**src/rtl/core/htlp_pkg.sv**
```systemverilog
// Shared types, constants and functions of the hash table core
package htlp_pkg;

	localparam int CAPACITY_DEF   = 256;
	localparam int KEY_BYTES_DEF  = 8;
	localparam int VALUE_BITS_DEF = 32;

	localparam int KEY_W   = 64;
	localparam int LEN_W   = 4;
	localparam int FOUND_W = 32;

	localparam logic [31:0] FNV_BASIS = 32'h811c9dc5;
	localparam logic [31:0] HASH_MULT = 32'h01000193;

	typedef enum logic [1:0] {
		OP_INSERT = 2'd0,
		OP_LOOKUP = 2'd1,
		OP_DELETE = 2'd2
	} op_t;

	typedef enum logic [1:0] {
		KIND_EMPTY = 2'd0,
		KIND_LIVE  = 2'd1,
		KIND_GRAVE = 2'd2
	} kind_t;

	typedef enum logic [1:0] {
		ST_OK   = 2'd0,
		ST_MISS = 2'd1,
		ST_FULL = 2'd2
	} status_t;

	typedef enum logic [2:0] {
		S_CLEAR,
		S_IDLE,
		S_HASH,
		S_MOD,
		S_PROBE_RD,
		S_PROBE_CHK,
		S_FINISH
	} state_t;

	typedef struct packed {
		logic    clr_wr;
		logic    load;
		logic    hash_step;
		logic    mod_step;
		logic    rd;
		logic    ins_wr;
		logic    del_wr;
		logic    advance;
		logic    set_res;
		status_t res;
		logic    take_value;
		logic    fin;
	} cmd_t;

	typedef struct packed {
		logic        clr_last;
		logic        hash_done;
		logic        mod_last;
		logic        full;
		logic [1:0]  op;
		logic [1:0]  kind;
		logic        match;
		logic        probe_last;
		logic        out_free;
	} sts_t;

	function automatic logic [KEY_W-1:0] key_mask(input logic [LEN_W-1:0] len);
		logic [KEY_W-1:0] m;
		m = '0;
		for (int i = 0; i < KEY_W / 8; i++) begin
			if (LEN_W'(i) < len) begin
				m[8*i +: 8] = 8'hff;
			end
		end
		return m;
	endfunction

endpackage

```
**src/rtl/core/htlp_ctrl.sv**
```systemverilog
// Controller state machine of the hash table core
module htlp_ctrl (
	input  logic            clk,
	input  logic            arst_n,
	input  logic            in_valid,
	input  htlp_pkg::sts_t  sts,
	output htlp_pkg::cmd_t  cmd,
	output logic            idle
);

	htlp_pkg::state_t state_q, state_d;

	logic             mod_finish;
	htlp_pkg::status_t mod_res;
	logic             chk_finish;
	htlp_pkg::status_t chk_res;
	logic             chk_ins;
	logic             chk_del;
	logic             chk_take;
	logic             op_known;
	logic             kind_live;
	logic             kind_empty;

	always_ff @(posedge clk or negedge arst_n) begin
		if (!arst_n) begin
			state_q <= htlp_pkg::S_CLEAR;
		end else begin
			state_q <= state_d;
		end
	end

	always_comb begin
		op_known   = (sts.op == htlp_pkg::OP_INSERT) || (sts.op == htlp_pkg::OP_LOOKUP) ||
		             (sts.op == htlp_pkg::OP_DELETE);
		kind_live  = sts.kind == htlp_pkg::KIND_LIVE;
		kind_empty = sts.kind == htlp_pkg::KIND_EMPTY;
		mod_finish = 1'b0;
		mod_res    = htlp_pkg::ST_MISS;
		if (sts.op == htlp_pkg::OP_INSERT && sts.full) begin
			mod_finish = 1'b1;
			mod_res    = htlp_pkg::ST_FULL;
		end else if (!op_known) begin
			mod_finish = 1'b1;
		end
		chk_finish = 1'b0;
		chk_res    = htlp_pkg::ST_MISS;
		chk_ins    = 1'b0;
		chk_del    = 1'b0;
		chk_take   = 1'b0;
		if (sts.op == htlp_pkg::OP_INSERT) begin
			if (!kind_live) begin
				chk_finish = 1'b1;
				chk_res    = htlp_pkg::ST_OK;
				chk_ins    = 1'b1;
			end else if (sts.probe_last) begin
				chk_finish = 1'b1;
				chk_res    = htlp_pkg::ST_FULL;
			end
		end else begin
			if (kind_empty) begin
				chk_finish = 1'b1;
			end else if (kind_live && sts.match) begin
				chk_finish = 1'b1;
				chk_res    = htlp_pkg::ST_OK;
				chk_take   = sts.op == htlp_pkg::OP_LOOKUP;
				chk_del    = sts.op == htlp_pkg::OP_DELETE;
			end else if (sts.probe_last) begin
				chk_finish = 1'b1;
			end
		end
	end

	always_comb begin
		state_d = state_q;
		unique case (state_q)
			htlp_pkg::S_CLEAR: begin
				if (sts.clr_last) state_d = htlp_pkg::S_IDLE;
			end
			htlp_pkg::S_IDLE: begin
				if (in_valid) state_d = htlp_pkg::S_HASH;
			end
			htlp_pkg::S_HASH: begin
				if (sts.hash_done) state_d = htlp_pkg::S_MOD;
			end
			htlp_pkg::S_MOD: begin
				if (sts.mod_last) begin
					state_d = mod_finish ? htlp_pkg::S_FINISH : htlp_pkg::S_PROBE_RD;
				end
			end
			htlp_pkg::S_PROBE_RD: state_d = htlp_pkg::S_PROBE_CHK;
			htlp_pkg::S_PROBE_CHK: begin
				state_d = chk_finish ? htlp_pkg::S_FINISH : htlp_pkg::S_PROBE_RD;
			end
			htlp_pkg::S_FINISH: begin
				if (sts.out_free) state_d = htlp_pkg::S_IDLE;
			end
			default: state_d = htlp_pkg::S_CLEAR;
		endcase
	end

	always_comb begin
		cmd  = '0;
		idle = state_q == htlp_pkg::S_IDLE;
		unique case (state_q)
			htlp_pkg::S_CLEAR: cmd.clr_wr = 1'b1;
			htlp_pkg::S_IDLE: cmd.load = in_valid;
			htlp_pkg::S_HASH: cmd.hash_step = !sts.hash_done;
			htlp_pkg::S_MOD: begin
				cmd.mod_step = 1'b1;
				cmd.set_res  = sts.mod_last && mod_finish;
				cmd.res      = mod_res;
			end
			htlp_pkg::S_PROBE_RD: cmd.rd = 1'b1;
			htlp_pkg::S_PROBE_CHK: begin
				cmd.set_res    = chk_finish;
				cmd.res        = chk_res;
				cmd.take_value = chk_take;
				cmd.ins_wr     = chk_ins;
				cmd.del_wr     = chk_del;
				cmd.advance    = !chk_finish;
			end
			htlp_pkg::S_FINISH: cmd.fin = sts.out_free;
			default: cmd = '0;
		endcase
	end

endmodule

```
**config.mk**
```make
export PLATFORM = sky130hd
export DESIGN_NAME = htlp_ctrl
export DESIGN_NICKNAME = d
export VERILOG_FILES = /design/src/rtl/core/htlp_pkg.sv /design/src/rtl/core/htlp_ctrl.sv
export SDC_FILE = /design/constraint.sdc
export NUM_CORES = 1
export LEC_CHECK = 0
export BUFFER_PORTS_ARGS = -buffer_cell sky130_fd_sc_hd__buf_2
export CAP_MARGIN = 20
export CORE_AREA = 4 4 41 43
export DETAILED_ROUTE_END_ITERATION = 6
export DIE_AREA = 0 0 45 47
export GPL_ROUTABILITY_DRIVEN = 0
export HOLD_SLACK_MARGIN = 0.03
export PLACE_DENSITY = 0.58
export SYNTH_ARGS = -nofsm -noshare
export SYNTH_HDL_FRONTEND = slang
export SYNTH_SLANG_ARGS = --single-unit
```
**constraint.sdc**
```tcl
create_clock -name clk -period 2.6 [get_ports clk]
set_input_delay 0.26 -clock clk [delete_from_list [all_inputs] [get_ports clk]]
set_output_delay 0.26 -clock clk [all_outputs]
set_load 0.1 [all_outputs]
```
==> out/qor.yml, run 1 <==
fin_util: 0.441
slowest_delay_ns: 0.56
multiInputGateArea_um2: 298
track_usage: 0.116
cts_tree: "built"
post-cts-setup-buffers: 0
synth_top_cells_by_area: "dfrtp_1, nor3b_1, o21ai_0"
min_path_type: "in2async"
cts_buffer_depth: 2
postSynthAreaPerCell_um2: 7.20
netlist_area_um2: 382
vias: 485
rr_worst_depth: 5
die_h_um: 47
cts-root-buf: "clkbuf_4"
ys_warn_count: 0
fillers: 149
wl_per_cell_um: 10.7
ys_ff_latch: 3
cp-end-kind: "primary output"
ant_nets: 0
timing.slew.headroom: 0.676
cap_violations: 0
core_area_um2: 1300
worstPathRequired_ns: 2.34
largest_register: "state_q"
grt_pass1_vias: 441
dieArea_um2: 2120
synth_seq_area_share: 0.197
largest_reg_flops: 3
whs_ns: 0.360
area_delta_synth_final_pct: 50.5
initial_utilization: 0.293
critPathMaxFanout: 13
grt_antenna_before_repair: 0
slowest_stage: "dfrtp_1"
netlist_instances: 53
grt_start_max_net_pins: 14
grt.overflow.total: 0
period_minus_slack_ns: 2.21
dpl.hpwl_um: 887
arrival_ns: 1.95
grt_first_pass_wirelength_um: 1830
worstSetupPathType: "reg2out"
drv_slew: 0
numCtsBuffers: 3
fin_nets: 98
clock_latency_ns: 0.23
yosysTopAreaCellShare: 0.197
vias_per_cell: 4.95
yosys.area.top_type: "dfrtp_1"
grt_setup_unrepaired: "no"
hold_viol: 0
die_x_um: 45
worst_pin_slew_ns: 0.490
io_pins: 28
cp_cell_sequence: "nand3_1, nor2_1, nand2_1, nor3b_1, buf_2"
clkTransAtPathRegs_ns: 0.04
antenna_cells: 0
finClkSkew_ns: 0.000136
reg_top3: "state_q (3)"
drtIter0Drc: 3
routed_wirelength_um: 1050
regArea_um2: 75.1
placementRows: 13
synth_cell_type_count: 27
cts-htree-levels: 1
cts_sinks: 3
drive_above_1_share: 0.446
io_buffers: 27
post-route-period-util: 0.850
fmax_ghz: 0.453
first_pass_iters: 4
status: "completed"
startpoint_type: "flop"
drc_errors: 0
setup_viol: 0
synth_nets: 67
==> Yosys cell counts (all sizes together) <==
library cell / number
nor2: 5
nand2: 6
nor2b: 2
mux2i: 1
or4: 1
nand2b: 2
clkbuf: 1
inv: 3
nor3: 3
nand3b: 1
a22oi: 1
and3: 1
nor3b: 4
a311oi: 1
o21ai: 6
a211oi: 1
buf: 1
a21oi: 3
nand3: 1
a211o: 1
dfrtp: 3
a221o: 1
nor4: 2
xnor2: 1
a21o: 1
==> layout by cell type, fill, tap and decap left out, drive strengths merged <==
cell | Yosys | layout
buf | 1 | 27
o21ai | 6 | 6
nor3 | 3 | 3
nor4 | 2 | 2
nand3b | 1 | 1
dfrtp | 3 | 3
inv | 3 | 3
nand2 | 6 | 6
nand3 | 1 | 1
a221o | 1 | 1
nor2 | 5 | 5
or4 | 1 | 1
a311oi | 1 | 1
nor3b | 4 | 4
clkbuf | 1 | 4
a22oi | 1 | 1
and3 | 1 | 1
nor2b | 2 | 2
xnor2 | 1 | 1
a211oi | 1 | 1
a21o | 1 | 1
nand2b | 2 | 2
a21oi | 3 | 3
a211o | 1 | 1
dlygate4sd3 | 0 | 1
mux2i | 1 | 1
==> per-stage QoR <==
stage	instance area, µm²	setup TNS, ns	worst slack [ns]	instances
6_report	574	0	0.390	98
4_1_cts	574	0	0.380	98
3_5_place_dp	538	0	0.631	93
3_3_place_gp	538	0	0.684	93
2_1_floorplan	405	-3.63	-0.773	53
5_1_grt	574	0	0.217	98
==> final cells by class <==
class,count,area share
clock buffers,4,0.0458
inverters,3,0.0196
multi-input cells,45,0.519
flip-flops and latches,3,0.131
well taps,15,0.0327
repair buffers,28,0.253
==> worst max-delay path: cells and delay by family, from the launching register on <==
kind | cells | cell delay (ns)
buf+inv | 1 | 0.45
flops | 1 | 0.56
simple gates | 4 | 0.70
==> routing by layer <==
layer / global-route usage / wire length (µm) / up-vias
met5: 0 / 0 / -
met4: 0.0526 / 0 / 0
met3: 0.0268 / 94 / 0
met2: 0.178 / 483 / 15
met1: 0.156 / 467 / 215
li1: - / - / 255
==> kinds of logic after synthesis <==
| family | Yosys count | share of synthesized area |
|---|---|---|
| compound gates | 15 | 0.269 |
| xor+xnor | 1 | 0.0230 |
| buf+inv | 5 | 0.0852 |
| flops | 3 | 0.197 |
| mux | 1 | 0.0262 |
| simple gates | 28 | 0.400 |
==> worst paths after layout <==
check,endpoint,start,slack (ns)
setup / recovery,cmd[1],state_q[2],0.39
hold / removal,state_q[0],arst_n,0.36
setup reg to reg,state_q[1],state_q[0],0.84
hold reg to reg,state_q[1],state_q[1],0.62
max in group asynchronous,state_q[1],arst_n,2.14
min in group clk,state_q[2],sts[0],0.38
==> timing repair <==
action	in CTS	in global routing
endpoints found under the setup margin	0	0
gates resized for setup	0	0
hold buffers	1	0
hold endpoints to repair	3	0
Power of run 1 is not shown: default switching activity piles up to over one toggle a cycle in this logic, so the estimate is an artifact.
==> inputs of run 2 (changes only) <==
--- a/config.mk
+++ b/config.mk
@@ -12,7 +12,7 @@
 export DIE_AREA = 0 0 45 47
 export GPL_ROUTABILITY_DRIVEN = 0
 export HOLD_SLACK_MARGIN = 0.03
-export PLACE_DENSITY = 0.58
+export PLACE_DENSITY = 0.6
 export SYNTH_ARGS = -nofsm -noshare
 export SYNTH_HDL_FRONTEND = slang
 export SYNTH_SLANG_ARGS = --single-unit
==> constraint.sdc (replaced) <==
create_clock -name clk -period 2.03 [get_ports clk]
set_input_delay 0.203 -clock clk [delete_from_list [all_inputs] [get_ports clk]]
set_output_delay 0.203 -clock clk [all_outputs]
set_load 0.1 [all_outputs]
==> run 2 against run 1 <==
Effect of this change: count of clock-buffer cells in the layout unchanged; critical path type unchanged; register-to-register slack got worse by 0.56 ns; routed wire length up 12%; critical endpoint is now cmd[6].
==> out/qor.yml, run 2 (same netlist as run 1, synthesis figures left out) <==
antenna_cells: 0
largest_reg_flops: 3
io_pins: 28
vias: 512
fillers: 120
placementRows: 13
largest_register: "state_q"
dpl.hpwl_um: 990
worstSetupPathType: "reg2out"
cts-root-buf: "clkbuf_4"
initial_utilization: 0.293
min_path_type: "in2async"
fin_util: 0.571
critPathMaxFanout: 8
grt.overflow.total: 0
core_area_um2: 1300
numCtsBuffers: 3
layout_commonest_cell: "buf_2"
ant_nets: 0
reg_top3: "state_q (3)"
cp_num_buf_inv: 2
clock_latency_ns: 0.23
cap_violations: 0
die_h_um: 47
timing.slew.headroom: 0.675
slowest_delay_ns: 0.45
first_pass_iters: 4
fin_nets: 100
setup_tns_ns: 0
worstPathRequired_ns: 1.83
vias_per_cell: 5.12
cp-end-kind: "primary output"
final_cell_mix: "buf_2, nand2_1, buf_12"
clkTransAtPathRegs_ns: 0.04
rr_worst_depth: 5
wl_per_cell_um: 11.7
total_power_mw: 1.30
cts_tree: "built"
routed_wirelength_um: 1170
grt_first_pass_wirelength_um: 2060
grt_antenna_before_repair: 0
finClkSkew_ns: 0.00109
post-place-ws_ns: 0.253
hold_viol: 0
post-cts-setup-buffers: 0
post-route-period-util: 0.944
period_minus_slack_ns: 1.92
startpoint_type: "flop"
cts_sinks: 3
setup_viol: 0
cts-htree-levels: 1
drtIter0Drc: 10
worst_pin_slew_ns: 0.492
powerDensity_nw_per_um2: 1750
r2r-end: "state_q[1]"
r2r_setup_slack_ns: 0.28
power.leakage_nw: 0.327
track_usage: 0.129
grt_start_max_net_pins: 9
drive_above_1_share: 0.624
drv_slew: 0
cts_buffer_depth: 2
drc_errors: 0
die_x_um: 45
dieArea_um2: 2120
r2r-start: "state_q[0]"
multiInputGateArea_um2: 372
regArea_um2: 76.3
postLayoutSetupSlackWorst_ns: 0.114
io_buffers: 27
cp_top_family: "simple AND/OR/NAND/NOR gates"
cp_cell_sequence: "inv_2, nand3_2, nor2_2, nand2_1, nor3b_4, buf_12"
ir_worst_vdd_v: 0.000810
area_delta_synth_final_pct: 94.8
slowest_stage: "dfrtp_2"
status: "completed"
fmax_ghz: 0.522
arrival_ns: 1.71
grt_pass1_vias: 488
-- run 2: where the power goes --
part           switching (mW)  internal [mW]
Sequential             0.0664         0.0942
Combinational           0.753          0.286
Clock                  0.0277         0.0734
-- run 2: worst max-delay path by stage --
stage / startpoint / endpoint / slack [ns] / cells past startpoint
after floorplan: state_q[1] / cmd[7] / -0.58 / 3
after CTS: state_q[1] / cmd[6] / 0.06 / 6
after global routing: state_q[0] / cmd[6] / -0.01 / 5
final: state_q[1] / cmd[6] / 0.11 / 6
after detailed placement: state_q[1] / cmd[6] / 0.25 / 6
after global placement: state_q[0] / state_q[1] / 0.29 / 5
-- run 2: per-stage QoR --
| stage | instance area, µm² | hold slack (ns) | std cells |
|---|---|---|---|
| 4_1_cts | 742 | 0.288 | 100 |
| 3_5_place_dp | 706 | -0.000116 | 95 |
| 6_report | 743 | 0.298 | 100 |
| 5_1_grt | 743 | 0.319 | 100 |
| 3_3_place_gp | 706 | -0.00123 | 95 |
| 2_1_floorplan | 487 | -0.0926 | 53 |
-- run 2: final cells by class --
class,instances,area share
Clock buffer,4,0.0354
Sequential cell,3,0.103
Inverter,3,0.0202
Tap cell,15,0.0253
Multi-Input combinational cell,45,0.500
Timing Repair Buffer,30,0.316
-- run 2: metal layers --
metal  track usage  routed length (µm)
met5             0                   0
met4        0.0877                  12
met3        0.0230                  73
met2         0.186                 606
met1         0.174                 478
-- run 2: what timing repair did --
| item | in CTS | in global routing |
|---|---|---|
| cloned | 0 | 0 |
| endpoints found under the setup margin | 1 | 2 |
| hold buffers | 1 | 0 |
| gates resized for setup | 1 | 1 |
| pin swaps | 0 | 0 |
| hold endpoints to repair | 3 | 0 |
Power figures use the tool's default switching activity.
==> inputs of run 3 (changes only) <==
--- a/config.mk
+++ b/config.mk
@@ -5,6 +5,7 @@
 export SDC_FILE = /design/constraint.sdc
 export NUM_CORES = 1
 export LEC_CHECK = 0
+export ABC_AREA = 1
 export BUFFER_PORTS_ARGS = -buffer_cell sky130_fd_sc_hd__buf_2
 export CAP_MARGIN = 20
 export CORE_AREA = 4 4 41 43
@@ -12,7 +13,7 @@
 export DIE_AREA = 0 0 45 47
 export GPL_ROUTABILITY_DRIVEN = 0
 export HOLD_SLACK_MARGIN = 0.03
-export PLACE_DENSITY = 0.6
+export PLACE_DENSITY = 0.77
 export SYNTH_ARGS = -nofsm -noshare
 export SYNTH_HDL_FRONTEND = slang
 export SYNTH_SLANG_ARGS = --single-unit
==> run 3 against run 2 <==
Effect of this change: count of clock-buffer cells in the layout is the same; synthesized cell count rose by 49%; critical path depth stayed put; critical path type unchanged; maximum frequency up 2.3%; combinational power shrank 16%; clock power up 5%; flip-flop and latch count stayed put; routed wire length is 0.43% lower.
==> out/qor.yml, run 3 <==
status: "completed"
netlist_instances: 79
yosysMostFrequentCell: "nand2_1"
vias_per_cell: 4.53
worst_pin_slew_ns: 0.489
core_area_um2: 1300
cts_tree: "built"
numCtsBuffers: 3
p_clk_frac: 0.094
synth_edf_count: 0
drc_errors: 0
cts_sinks: 3
combPwrFrac: 0.774
grt_setup_unrepaired: "no"
track_usage: 0.124
fin_nets: 125
dieArea_um2: 2120
cts-htree-levels: 1
cts_buffer_depth: 2
first_pass_iters: 4
synthArstFlopShare: 1.00
vias: 566
finClkSkew_ns: 0.00312
ys_ff_latch: 3
dp.cells: 120
drive_above_1_share: 0.491
ys_warn_count: 0
dpl.hpwl_um: 1040
synth_nets: 93
p_int_uw: 343
antenna_cells: 0
largest_register: "state_q"
io_buffers: 27
worstSetupPathType: "reg2out"
grt_first_pass_wirelength_um: 1930
arrival_ns: 1.67
clkTransAtPathRegs_ns: 0.04
p_switching_uw: 787
rr_worst_depth: 7
grt_antenna_before_repair: 0
cp-end-kind: "primary output"
r2r_setup_slack_ns: 0.73
postSynthAreaPerCell_um2: 6.05
critPathMaxFanout: 6
setup_viol: 0
synth_cell_type_count: 20
wl_per_cell_um: 9.32
fmax_ghz: 0.534
switching_share: 0.697
timing.slew.headroom: 0.676
synth_seq_area_share: 0.157
grt_start_max_net_pins: 9
layout_commonest_cell: "buf_2"
drv_slew: 0
hold_viol: 0
min_path_type: "in2async"
grt_pass1_vias: 517
powerDensity_nw_per_um2: 1610
startpoint_type: "flop"
ant_nets: 0
die_h_um: 47
io_pins: 28
clock_latency_ns: 0.23
synth_common_cells: "nand2_1, inv_1, nor2_1"
fillers: 147
instances_no_fill: 125
whs_ns: 0.294
placementRows: 13
die_x_um: 45
largest_reg_flops: 3
period_minus_slack_ns: 1.87
final_cell_mix: "buf_2, nand2_1, inv_1"
ir_worst_vdd_v: 0.000874
reg_top3: "state_q (3)"
initial_utilization: 0.367
power.leakage_nw: 0.403
ys.flop_type: "dfrtp_1"
yosysTopAreaCellShare: 0.157
synth_top_cells_by_area: "dfrtp_1, nand2_1, inv_1"
grt.overflow.total: 0
power_frac_seq: 0.133
yosys.area.top_type: "dfrtp_1"
cap_violations: 0
post-route-period-util: 0.922
cts-root-buf: "clkbuf_4"
worstPathRequired_ns: 1.83
routed_wirelength_um: 1170
netlist_area_um2: 478
drtIter0Drc: 5
post-cts-setup-buffers: 0
area_delta_synth_final_pct: 46.9
run 3: cell count changes in the layout (fill, tap and decap cells not counted), moves of 3 or more:
cell	change
buf_12	-4
clkbuf_4	+5
inv_1	+12
inv_2	+4
nand2_1	+14
nand3_1	+4
nand3_2	+3
nor2_1	+3
nor2_2	+6
run 3: cell type report:
class	instances	area, µm²	area share
Clock buffer	4	26.3	0.0374
Inverter	18	67.6	0.0963
Multi-Input combinational cell	57	342	0.487
Sequential cell	3	75.1	0.107
Tap cell	15	18.8	0.0267
Timing Repair Buffer	28	173	0.246
run 3: cells by family (layout without fill, tap and decap cells):
group / Yosys count / in the layout / share of synthesized area
simple gates: 49 / 49 / 0.571
buf+inv: 19 / 50 / 0.165
flops: 3 / 3 / 0.157
compound gates: 8 / 8 / 0.107
run 3: final timing paths:
check | start | to
max | state_q[1] | cmd[3]
min | arst_n | state_q[1]
max reg2reg | state_q[0] | state_q[1]
min reg2reg | state_q[1] | state_q[1]
max in group asynchronous | arst_n | state_q[2]
min in group clk | sts[0] | state_q[2]
run 3: per-layer routing:
layer	global-route usage	share of wire
met1	0.133	0.41
met2	0.223	0.50
met3	0.0192	0.077
met4	0.0877	0.015
met5	0	0
run 3: critical path, cell delays in order, from the launching register on:
cell,delay [ns]
dfrtp_1,0.45
inv_2,0.14
nand2_1,0.09
nor2_2,0.15
inv_2,0.09
o22ai_1,0.15
clkbuf_4,0.36
run 3: repair_timing:
action,4_1_cts,5_1_grt
resized for setup,0,5
endpoints found under the hold margin,3,0
setup endpoints to repair,0,5
hold buffers,1,0
run 3: power groups by stage:
stage | Clock, mW | Sequential [mW] | Combinational, mW
2_1_floorplan | 0 | 0.116 | 0.803
5_1_grt | 0.115 | 0.157 | 0.931
3_3_place_gp | 0 | 0.147 | 0.869
4_1_cts | 0.111 | 0.150 | 0.877
3_5_place_dp | 0 | 0.150 | 0.875
6_report | 0.106 | 0.150 | 0.874
run 3: stage by stage:
step | power [mW] | util | worst slack (ns) | area, µm² | setup TNS (ns)
final | 1.13 | 0.539 | 0.157 | 702 | 0
after floorplan | 0.919 | - | -0.501 | 495 | -1.55
after global placement | 1.02 | 0.502 | 0.386 | 653 | 0
after CTS | 1.14 | 0.530 | 0.0830 | 689 | 0
after global routing | 1.20 | 0.539 | 0.0106 | 702 | 0
after detailed placement | 1.03 | 0.502 | 0.346 | 653 | 0
